[config.mk]
export PLATFORM = sky130hd
export DESIGN_NAME = ebml_ctrl
export DESIGN_NICKNAME = d
export VERILOG_FILES = /design/src/rtl/ebml_pkg.sv /design/src/rtl/ebml_ctrl.sv
export SDC_FILE = /design/constraint.sdc
export NUM_CORES = 1
export LEC_CHECK = 0
export ABC_AREA = 1
export BUFFER_PORTS_ARGS = -buffer_cell sky130_fd_sc_hd__buf_2
export CORE_AREA = 2 2 39 41
export CTS_BUF_LIST = sky130_fd_sc_hd__clkbuf_8
export CTS_CLUSTER_DIAMETER = 120
export DETAILED_ROUTE_END_ITERATION = 8
export DIE_AREA = 0 0 41 43
export RECOVER_POWER = 50
export SLEW_MARGIN = 20
export SYNTH_ARGS = -nofsm -noshare
export SYNTH_HDL_FRONTEND = slang
export SYNTH_SLANG_ARGS = --single-unit
[constraint.sdc]
create_clock -name clk -period 1.76 [get_ports clk]
set_input_delay 0.176 -clock clk [delete_from_list [all_inputs] [get_ports clk]]
set_output_delay 0.176 -clock clk [all_outputs]
set_load 0.05 [all_outputs]
[src/rtl/ebml_pkg.sv]
package ebml_pkg;

  localparam int NODE_CAPACITY_DEF = 512;

  localparam int ACTION_W   = 2;
  localparam int MAGIC_W    = 16;
  localparam int ENTRIES_W  = 10;
  localparam int DEPTH_W    = 16;
  localparam int BLOCK_W    = 32;
  localparam int LENGTH_W   = 16;
  localparam int ADDR_HI_W  = 16;
  localparam int LEN_KEEP_W = 15;
  localparam int STATUS_W   = 3;

  localparam logic [MAGIC_W-1:0] EXTENT_MAGIC = 16'hF30A;

  typedef enum logic [ACTION_W-1:0] {
    ACT_LOAD_HDR   = 2'd0,
    ACT_LOAD_ENTRY = 2'd1,
    ACT_LOOKUP     = 2'd2
  } action_t;

  typedef enum logic [STATUS_W-1:0] {
    ST_FOUND     = 3'd0,
    ST_NOT_FOUND = 3'd1,
    ST_BAD_MAGIC = 3'd2,
    ST_BAD_DEPTH = 3'd3,
    ST_ADDR_HIGH = 3'd4
  } status_t;

  typedef enum logic [1:0] {
    S_IDLE,
    S_SCAN,
    S_DONE
  } state_t;

  typedef struct packed {
    logic [BLOCK_W-1:0]    first;
    logic [LEN_KEEP_W-1:0] len;
    logic                  high_nz;
    logic [BLOCK_W-1:0]    addr;
  } entry_t;

  typedef struct packed {
    logic hdr_we;
    logic ent_we;
    logic lkp_start;
    logic scan_adv;
    logic res_pre;
    logic res_scan;
    logic out_load;
  } dp_cmd_t;

  typedef struct packed {
    action_t act;
    logic    pre_done;
    logic    stop;
    logic    out_free;
  } dp_stat_t;

endpackage

[src/rtl/ebml_ctrl.sv]
module ebml_ctrl (
  input  logic               clk,
  input  logic               rst_n,
  input  logic               in_valid,
  output logic               in_ready,
  input  ebml_pkg::dp_stat_t stat,
  output ebml_pkg::dp_cmd_t  cmd
);

  ebml_pkg::state_t state_r;
  ebml_pkg::state_t state_nxt;

  always_ff @(posedge clk) begin
    if (!rst_n) begin
      state_r <= ebml_pkg::S_IDLE;
    end else begin
      state_r <= state_nxt;
    end
  end

  always_comb begin
    state_nxt = state_r;
    cmd       = '0;
    in_ready  = 1'b0;
    case (state_r)
      ebml_pkg::S_IDLE: begin
        in_ready = 1'b1;
        if (in_valid) begin
          case (stat.act)
            ebml_pkg::ACT_LOAD_HDR: begin
              cmd.hdr_we = 1'b1;
            end
            ebml_pkg::ACT_LOAD_ENTRY: begin
              cmd.ent_we = 1'b1;
            end
            ebml_pkg::ACT_LOOKUP: begin
              cmd.lkp_start = 1'b1;
              if (stat.pre_done) begin
                cmd.res_pre = 1'b1;
                state_nxt   = ebml_pkg::S_DONE;
              end else begin
                state_nxt = ebml_pkg::S_SCAN;
              end
            end
            default: begin
            end
          endcase
        end
      end
      ebml_pkg::S_SCAN: begin
        if (stat.stop) begin
          cmd.res_scan = 1'b1;
          state_nxt    = ebml_pkg::S_DONE;
        end else begin
          cmd.scan_adv = 1'b1;
        end
      end
      ebml_pkg::S_DONE: begin
        if (stat.out_free) begin
          cmd.out_load = 1'b1;
          state_nxt    = ebml_pkg::S_IDLE;
        end
      end
      default: begin
        state_nxt = ebml_pkg::S_IDLE;
      end
    endcase
  end

endmodule

Yosys cells after proc, flatten, opt, wreduce, memory -nomap -nowiden:

Index checks and enable logic that the tools add are counted.
Widths: inputs -> output; s select.

* flip-flop bits (word level): 2
* bits of input ports: 8
* output and inout bits: 8
* word-level logic and storage cells: 34

* eq/ne operators: 8
* mux-type cells: 22
* reduce and logical (&&, ||, !) cells: 3

Operators by type and width (number)
* $mux 1: 14
* $mux 2: 5
* $mux 3: 2
* $ne 2x2->1 const B: 3
* $pmux 2 s3: 1
* $eq 2x1->1 const B: 2
* $eq 2x2->1 const B: 2
* $logic_not 2->1: 2
* $reduce_and 4->1: 1
* $ne 2x1->1 const B: 1

Depth between registers and ports, before layout:

Gate-level depths: netlist of the first run.

* depth after elaboration: 4
* mapped depth: 7
* depth with buffers taken out: 7

Worst setup path after synthesis of the first run:

No wires, ideal clock.

* path type: register to output
* from: register state_r[0]
* to: output cmd[5] in the netlist's numbering
* data arrival time: 2.472 ns
* required time: 1.584 ns
* path slack: -0.888 ns
* stages on the path, launching flop included: 4
* buffers on the path: 0
* cell sequence: dfxtp_1 -> nor2_2 -> inv_2 -> nor4_1

RTL lines
* start, declared: line ebml_ctrl.sv:10 `ebml_pkg::state_t state_r;`
* start signal, assigned: line ebml_ctrl.sv:15 `state_r <= ebml_pkg::S_IDLE;`
* start signal, assigned: line ebml_ctrl.sv:17 `state_r <= state_nxt;`
* end, declared: line ebml_ctrl.sv:7 `output ebml_pkg::dp_cmd_t cmd`

==> impl_metrics.json, run 1 <==
{
  "syn_nets": 46,
  "place_area_um2": 332,
  "power.switching_uw": 255,
  "hold_class": "in2reg",
  "final_common_cell": "buf_2",
  "top_regs": "state_r x2",
  "routabilityCongestion": 0.678,
  "maxSlewHeadroom_pct": 60.0,
  "synth-seq-cells": 2,
  "clkSinkCount": 2,
  "rows": 14,
  "path_class": "reg2out",
  "swShare_pct": 48.7,
  "leakage_nw": 0.209,
  "setup_viol": 0,
  "ios": 16,
  "drv_slew": 0,
  "finalCritPeriodShare_pct": 88.2,
  "arrival_ns": 1.38,
  "layout_common_cells": "buf_2, inv_1, nand2_1, nor2_1",
  "track_usage_pct": 7.61,
  "clock_skew_ns": 0.000968,
  "p_total_uw": 523,
  "root_buffer": "clkbuf_8",
  "fin_ws_ns": 0.208,
  "vias_per_cell": 3.97,
  "final_area_um2": 369,
  "finalSetupTns_ns": 0,
  "ir_drop_v": 0.000331,
  "num_vias": 286,
  "yosysSeqAreaShare_pct": 20.4,
  "hold_slack_ns": 0.194,
  "drc": 0,
  "synthesis.area_um2": 196,
  "ys_types": 11,
  "avgSynthCellArea_um2": 5.17,
  "largest_reg_flops": 2,
  "cts_max_path_buffers": 2,
  "max-cap-violations": 0,
  "fin_nets": 66,
  "path_max_fanout": 5,
  "final_util_pct": 26.7,
  "die-area_mm2": 0.00176,
  "routed_wl_um": 568,
  "dp_cells": 69,
  "cts-buffers-inserted": 3,
  "cts_resized": 0,
  "n_antenna_cell": 0,
  "cp.required_ns": 1.58,
  "start_util_pct": 14.2,
  "seqPwrFrac_pct": 15.3,
  "grt_max_degree": 7,
  "combPwrFrac_pct": 50.4,
  "yosysWarnings": 0,
  "dr.first_iter.drc_count": 7,
  "grt_pass1_vias": 234,
  "htreeDepth": 1,
  "min_period_ns": 1.55,
  "largest_register": "state_r",
  "dp_hpwl_um": 485,
  "status": "complete, no violations",
  "endpoint_kind": "primary output",
  "rsz0062_at_grt": "false",
  "clock_latency_ns": 0.21,
  "post-place-ws_ns": 0.526,
  "internal_power_uw": 268,
  "cts.clk_slew.worst_paths_ns": 0.03,
  "drt.antenna.violating_nets": 0,
  "final_hold_viol_count": 0,
  "die_h_um": 43,
  "antenna_found_initial": 0,
  "post_cts_buffers": 0,
  "holdBufCountCts": 0,
  "clkPwrFrac_pct": 34.3,
  "die_x_um": 41,
  "core_area_mm2": 0.00138,
  "wl_per_cell_um": 7.89,
  "port-buffer-count": 15,
  "fmax_ghz": 0.644,
  "tightest_slew_ns": 0.603,
  "grt_first_pass_wirelength_um": 855,
  "overflow": 0,
  "final_cells": 72,
  "area_delta_synth_final_pct": 87.9,
  "drive_above_1_share_pct": 37.5,
  "cp-start-kind": "flip-flop",
  "cellPowerDensity_mw_per_mm2": 1420,
  "syn_inst": 38,
  "dr.pass1.iters": 3,
  "cts_tree": "yes"
}
==> area by class of cell <==
cell class	count	area, um^2
clock buffers	3	41.3
flip-flops and latches	2	40.0
fillers	165	1010
multi-input cells	26	159
inverters	10	37.5
repair buffers	15	71.3
well taps	16	20.0
==> worst max-delay path: stages, from the launching register on <==
cell and delay (ns):
dfxtp_1 0.42, inv_1 0.08, nor3_1 0.18, clkbuf_1 0.48
==> power groups by stage <==
stage	Combinational, mW	Clock [mW]	Sequential [mW]
6_report	0.264	0.180	0.0798
5_1_grt	0.289	0.185	0.0808
4_1_cts	0.270	0.181	0.0798
3_5_place_dp	0.270	0	0.0808
3_3_place_gp	0.269	0	0.0799
2_1_floorplan	0.218	0	0.0775
==> metal layers <==
layer	routed length (um)	part of all wire, %	vias to the layer above	global-route usage, %
met4	12	2.1	0	6.00
li1	-	-	155	-
met5	0	0	-	0
met1	225	40	123	7.64
met3	36	6.3	2	4.71
met2	292	51	6	10.6
==> cells in the mapped netlist <==
cell type  count  area share (%)
dfxtp_1        2              20
nand2_1        8              15
nand3_1        3             7.6
nand4_1        2             6.4
a21oi_1        1             2.5
nor2_2         1             3.2
nor3_1         3             7.6
inv_1          8              15
nor4_1         2             6.4
inv_2          2             3.8
nor2_1         6              11
==> final timing paths <==
path / from / depth (start not counted) / to / slack, ns
min: rst_n / 3 / state_r[1]$_SDFFE_PN0P_ / 0.19
max: state_r[1]$_SDFFE_PN0P_ / 3 / cmd[0] / 0.21
min reg2reg: state_r[0]$_SDFFE_PN0P_ / 2 / state_r[0]$_SDFFE_PN0P_ / 0.60
max reg2reg: state_r[0]$_SDFFE_PN0P_ / 5 / state_r[0]$_SDFFE_PN0P_ / 0.72
==> cells by family after synthesis <==
kind of cell / Yosys count / synth area share [%]
compound gates: 1 / 2.55
buf+inv: 10 / 19.1
flops: 2 / 20.4
simple gates: 25 / 58.0
(Power assumes the default switching activity.)
==> inputs of run 2 (changes only) <==
--- a/config.mk
+++ b/config.mk
@@ -5,7 +5,6 @@
 export SDC_FILE = /design/constraint.sdc
 export NUM_CORES = 1
 export LEC_CHECK = 0
-export ABC_AREA = 1
 export BUFFER_PORTS_ARGS = -buffer_cell sky130_fd_sc_hd__buf_2
 export CORE_AREA = 2 2 39 41
 export CTS_BUF_LIST = sky130_fd_sc_hd__clkbuf_8
==> run 2 against run 1 <==
Net effect:
- clock power about the same
- cell count down 32%
- first-iteration DRC count is 100% lower
- via count fell by 36%
- critical path type unchanged
==> impl_metrics.json, run 2 <==
{
  "status": "complete, no violations",
  "die_h_um": 43,
  "hold_slack_ns": 0.212,
  "cts_resized": 0,
  "largest_register": "state_r",
  "path_class": "reg2out",
  "finalSetupTns_ns": 0,
  "fin_nets": 43,
  "seq_area_um2": 40.0,
  "maxSlewHeadroom_pct": 60.4,
  "syn_inst": 15,
  "rows": 14,
  "core_area_mm2": 0.00138,
  "final_hold_viol_count": 0,
  "drv_slew": 0,
  "cts-buffers-inserted": 3,
  "drc": 0,
  "dr.first_iter.drc_count": 0,
  "antenna_found_initial": 0,
  "rsz0062_at_grt": "false",
  "track_usage_pct": 6.51,
  "synth_edf_count": 0,
  "drive_above_1_share_pct": 54.5,
  "cts_tree": "yes",
  "htreeDepth": 1,
  "layout_common_cells": "buf_2, clkbuf_8, clkbuf_1",
  "synth-seq-cells": 2,
  "reg2reg_slack_ns": 0.65,
  "post_cts_buffers": 0,
  "tightest_slew_ns": 0.596,
  "avgSynthCellArea_um2": 9.59,
  "clkSinkCount": 2,
  "cellPowerDensity_mw_per_mm2": 975,
  "fin_ws_ns": 0.219,
  "cts_max_path_buffers": 2,
  "leakage_nw": 0.143,
  "root_buffer": "clkbuf_8",
  "yosysSeqAreaShare_pct": 27.8,
  "overflow": 0,
  "post-place-ws_ns": 0.422,
  "dp_cells": 46,
  "drt.antenna.violating_nets": 0,
  "ys_types": 11,
  "crit_buf_inv": 1,
  "p_total_uw": 277,
  "clock_latency_ns": 0.21,
  "cp-start-kind": "flip-flop",
  "hold_class": "in2reg",
  "final_area_um2": 284,
  "dr.pass1.iters": 1,
  "clkPwrFrac_pct": 65.3,
  "vias_per_cell": 3.76,
  "power.switching_uw": 69.5,
  "syn_nets": 23,
  "endpoint_kind": "primary output",
  "start_util_pct": 10.4,
  "routed_wl_um": 454,
  "ios": 16,
  "clock_skew_ns": 0.000109,
  "final_util_pct": 20.5,
  "final_common_cell": "buf_2",
  "place_area_um2": 246,
  "synth_area_leader_cell": "dfxtp_1",
  "reg2regPathDepth": 3,
  "largest_reg_flops": 2,
  "grt_first_pass_wirelength_um": 690,
  "n_antenna_cell": 0,
  "die_x_um": 41,
  "cp_num_cells": 3,
  "ys_top_cells_by_count": "and3b_1, dfxtp_1, nor2b_1, nor3b_1",
  "die-area_mm2": 0.00176,
  "seqPwrFrac_pct": 17.8,
  "path_max_fanout": 6,
  "synthArstFlopShare_pct": 0,
  "critical_path.cell_chain": "nor4b_2 -> and3_1 -> buf_2",
  "final_cells": 49,
  "finalCritPeriodShare_pct": 87.5,
  "wl_per_cell_um": 9.27,
  "holdBufCountCts": 0,
  "nFillCells": 163,
  "fmax_ghz": 0.649,
  "routabilityCongestion": 0.656,
  "cpLargestDelayFamily": "simple AND/OR/NAND/NOR gates",
  "cp.required_ns": 1.58,
  "min_period_ns": 1.54,
  "grt_pass1_vias": 182,
  "num_vias": 184,
  "synth-main-ff-cell": "dfxtp_1",
  "setup_viol": 0,
  "port-buffer-count": 15,
  "grt_max_degree": 7,
  "combPwrFrac_pct": 16.9,
  "area_delta_synth_final_pct": 97.4,
  "cp_slowest_cell": "dfxtp_1",
  "r2r_start": "state_r[1]$_SDFFE_PN0P_",
  "cts.clk_slew.worst_paths_ns": 0.03,
  "top_regs": "state_r x2",
  "netlist_top_cells_area": "dfxtp_1, and3b_1, nor3b_1, nor4b_2, nor2b_1",
  "cp_slowest_stage_delay_ns": 0.34,
  "multi_input_area_um2": 111,
  "swShare_pct": 25.1,
  "hold-path-cell-count": 2,
  "r2r_end": "state_r[1]$_SDFFE_PN0P_",
  "internal_power_uw": 207,
  "min_to": "state_r[1]$_SDFFE_PN0P_",
  "yosysWarnings": 0,
  "max-cap-violations": 0,
  "synthesis.area_um2": 144,
  "min_from": "rst_n",
  "synth_top_area_share_pct": 27.8,
  "arrival_ns": 1.36,
  "ir_drop_v": 0.000235
}
## run 2: cell type report
cell class              instances  share of cell area [%]
flip-flops and latches          2                    14.1
well taps                      16                    7.05
repair buffers                 15                    25.1
multi-input cells              13                    39.2
clock buffers                   3                    14.5
## run 2: routing by layer
| layer | GRT usage (%) | wire, um | up-vias |
|---|---|---|---|
| met2 | 7.50 | 176 | 13 |
| met1 | 7.32 | 199 | 74 |
| met5 | 0 | 0 | - |
| met3 | 1.57 | 61 | 2 |
| li1 | - | - | 95 |
| met4 | 10.0 | 16 | 0 |
## run 2: kinds of logic (layout without fill, tap and decap cells)
| family | Yosys count | after routing | synth area share, % |
|---|---|---|---|
| flops | 2 | 2 | 27.8 |
| simple gates | 11 | 11 | 60.0 |
| compound gates | 2 | 2 | 12.2 |
| buf+inv | 0 | 18 | 0 |
## run 2: worst max path at each step
stage | start | endpoint
floorplan | state_r[0]$_SDFFE_PN0P_ | cmd[5]
global route | state_r[0]$_SDFFE_PN0P_ | cmd[2]
detailed placement | state_r[0]$_SDFFE_PN0P_ | cmd[2]
finish | state_r[0]$_SDFFE_PN0P_ | cmd[2]
CTS | state_r[0]$_SDFFE_PN0P_ | cmd[2]
global placement | state_r[0]$_SDFFE_PN0P_ | cmd[2]
## run 2: power groups by stage
stage | clock network [mW] | logic (mW) | registers (mW)
global route | 0.191 | 0.0504 | 0.0497
finish | 0.181 | 0.0467 | 0.0493
global placement | 0 | 0.0475 | 0.0498
detailed placement | 0 | 0.0477 | 0.0498
floorplan | 0 | 0.0311 | 0.0494
CTS | 0.189 | 0.0478 | 0.0493
==> inputs of run 3 (changes only) <==
--- a/config.mk
+++ b/config.mk
@@ -11,7 +11,9 @@
 export CTS_CLUSTER_DIAMETER = 120
 export DETAILED_ROUTE_END_ITERATION = 8
 export DIE_AREA = 0 0 41 43
+export PLACE_DENSITY_LB_ADDON = 0.12
 export RECOVER_POWER = 50
+export REMOVE_ABC_BUFFERS = 1
 export SLEW_MARGIN = 20
 export SYNTH_ARGS = -nofsm -noshare
 export SYNTH_HDL_FRONTEND = slang
==> run 3 against run 2 <==
Net effect:
- cell area shrank 2.6%
- non-clock buffer count is the same
- sequential share of layout area grew 0.38 points
- largest power group unchanged
==> impl_metrics.json, run 3 (synthesis gave the netlist of run 2 again) <==
{
  "status": "complete, no violations",
  "cts_max_path_buffers": 2,
  "rsz0062_at_grt": "false",
  "path_class": "reg2out",
  "htreeDepth": 1,
  "swShare_pct": 23.6,
  "hold-path-cell-count": 2,
  "die_x_um": 41,
  "min_from": "rst_n",
  "tightest_slew_ns": 0.592,
  "cellPowerDensity_mw_per_mm2": 978,
  "clock_latency_ns": 0.21,
  "crit_buf_inv": 1,
  "finalCritPeriodShare_pct": 86.1,
  "cp-start-kind": "flip-flop",
  "place_area_um2": 239,
  "drt.antenna.violating_nets": 0,
  "drc": 0,
  "wl_per_cell_um": 9.18,
  "die-area_mm2": 0.00176,
  "cts-buffers-inserted": 3,
  "internal_power_uw": 207,
  "endpoint_kind": "primary output",
  "finalSetupTns_ns": 0,
  "post-place-ws_ns": 0.450,
  "cp_slowest_cell": "dfxtp_1",
  "top_regs": "state_r x2",
  "cts_resized": 0,
  "drv_slew": 0,
  "largest_reg_flops": 2,
  "grt-busiest-layer": "met2",
  "gr-usage-met2_pct": 9.69,
  "final_common_cell": "buf_2",
  "fin_nets": 43,
  "overflow": 0,
  "fin_ws_ns": 0.244,
  "ios": 16,
  "nFillCells": 159,
  "num_vias": 180,
  "clock_skew_ns": 0.000920,
  "reg2regPathDepth": 3,
  "clkPwrFrac_pct": 64.9,
  "seqPwrFrac_pct": 18.1,
  "ir_drop_v": 0.000239,
  "final_util_pct": 20.0,
  "layout_common_cells": "buf_2, clkbuf_8, clkbuf_1",
  "core_area_mm2": 0.00138,
  "r2r_start": "state_r[1]$_SDFFE_PN0P_",
  "grt_first_pass_wirelength_um": 669,
  "routed_wl_um": 450,
  "cts_tree": "yes",
  "cp.required_ns": 1.58,
  "area_delta_synth_final_pct": 92.2,
  "final_area_um2": 277,
  "min_to": "state_r[1]$_SDFFE_PN0P_",
  "fmax_ghz": 0.660,
  "reg2reg_slack_ns": 0.69,
  "min_period_ns": 1.52,
  "rows": 14,
  "combPwrFrac_pct": 17.0,
  "grt_pass1_vias": 186,
  "critical_path.cell_chain": "nor4b_2 -> and3_1 -> buf_2",
  "setup_viol": 0,
  "cpLargestDelayFamily": "simple AND/OR/NAND/NOR gates",
  "gr-usage-met1_pct": 4.78,
  "grt_max_degree": 7,
  "port-buffer-count": 15,
  "hold_class": "in2reg",
  "use_met3_pct": 3.14,
  "antenna_found_initial": 0,
  "path_max_fanout": 6,
  "clkSinkCount": 2,
  "leakage_nw": 0.140,
  "drive_above_1_share_pct": 48.5,
  "power.switching_uw": 63.8,
  "post_cts_buffers": 0,
  "cp_slowest_stage_delay_ns": 0.34,
  "start_util_pct": 10.4,
  "max-cap-violations": 0,
  "final_hold_viol_count": 0,
  "routabilityCongestion": 0.562,
  "largest_register": "state_r",
  "multi_input_area_um2": 104,
  "die_h_um": 43,
  "dr.pass1.iters": 3,
  "r2r_end": "state_r[1]$_SDFFE_PN0P_",
  "cts.clk_slew.worst_paths_ns": 0.03,
  "vias_per_cell": 3.67,
  "arrival_ns": 1.34,
  "n_antenna_cell": 0,
  "track_usage_pct": 6.11,
  "maxSlewHeadroom_pct": 60.7,
  "dr.first_iter.drc_count": 2,
  "seq_area_um2": 40.0,
  "holdBufCountCts": 0,
  "root_buffer": "clkbuf_8"
}
-- run 3: cell counts in the layout (fill, tap and decap cells not counted) --
Identical to the previous run, type by type.
-- run 3: layer usage --
layer  wire (um)  vias to the layer above
met5           0                        -
met4           0                        0
met3          48                        0
met2         251                        7
met1         150                       79
li1            -                       94
-- run 3: layout make-up --
cell class	instances	area share [%]
multi-input cells	13	37.6
repair buffers	15	25.8
clock buffers	3	14.9
flip-flops and latches	2	14.5
well taps	16	7.24
-- run 3: per-stage QoR --
step | hold slack [ns] | total power [mW] | std cells
floorplan | 0.304 | 0.0798 | 15
global placement | 0.444 | 0.0965 | 46
detailed placement | 0.429 | 0.0963 | 46
CTS | 0.217 | 0.275 | 49
global route | 0.224 | 0.285 | 49
finish | 0.220 | 0.270 | 49
-- run 3: worst max-delay path by stage --
stage | slack, ns | startpoint | cells after the start | endpoint
after floorplan | -0.20 | state_r[0]$_SDFFE_PN0P_ | 2 | state_r[0]$_SDFFE_PN0P_
after global placement | 0.46 | state_r[0]$_SDFFE_PN0P_ | 3 | cmd[2]
after detailed placement | 0.45 | state_r[0]$_SDFFE_PN0P_ | 3 | cmd[2]
after CTS | 0.23 | state_r[0]$_SDFFE_PN0P_ | 3 | cmd[2]
after global routing | 0.11 | state_r[0]$_SDFFE_PN0P_ | 3 | cmd[2]
final | 0.24 | state_r[0]$_SDFFE_PN0P_ | 3 | cmd[2]
-- run 3: power by group through the flow --
| stage | clock (mW) | combinational [mW] | sequential (mW) |
|---|---|---|---|
| 6_report | 0.175 | 0.0461 | 0.0489 |
| 5_1_grt | 0.186 | 0.0498 | 0.0494 |
| 4_1_cts | 0.179 | 0.0470 | 0.0489 |
| 3_5_place_dp | 0 | 0.0468 | 0.0495 |
| 3_3_place_gp | 0 | 0.0470 | 0.0495 |
| 2_1_floorplan | 0 | 0.0307 | 0.0491 |
-- run 3: worst reg2reg max path: stages, from the launching register on --
cell,delay [ns]
dfxtp_1,0.39
nor4b_2,0.08
and3_1,0.19
o31a_1,0.29
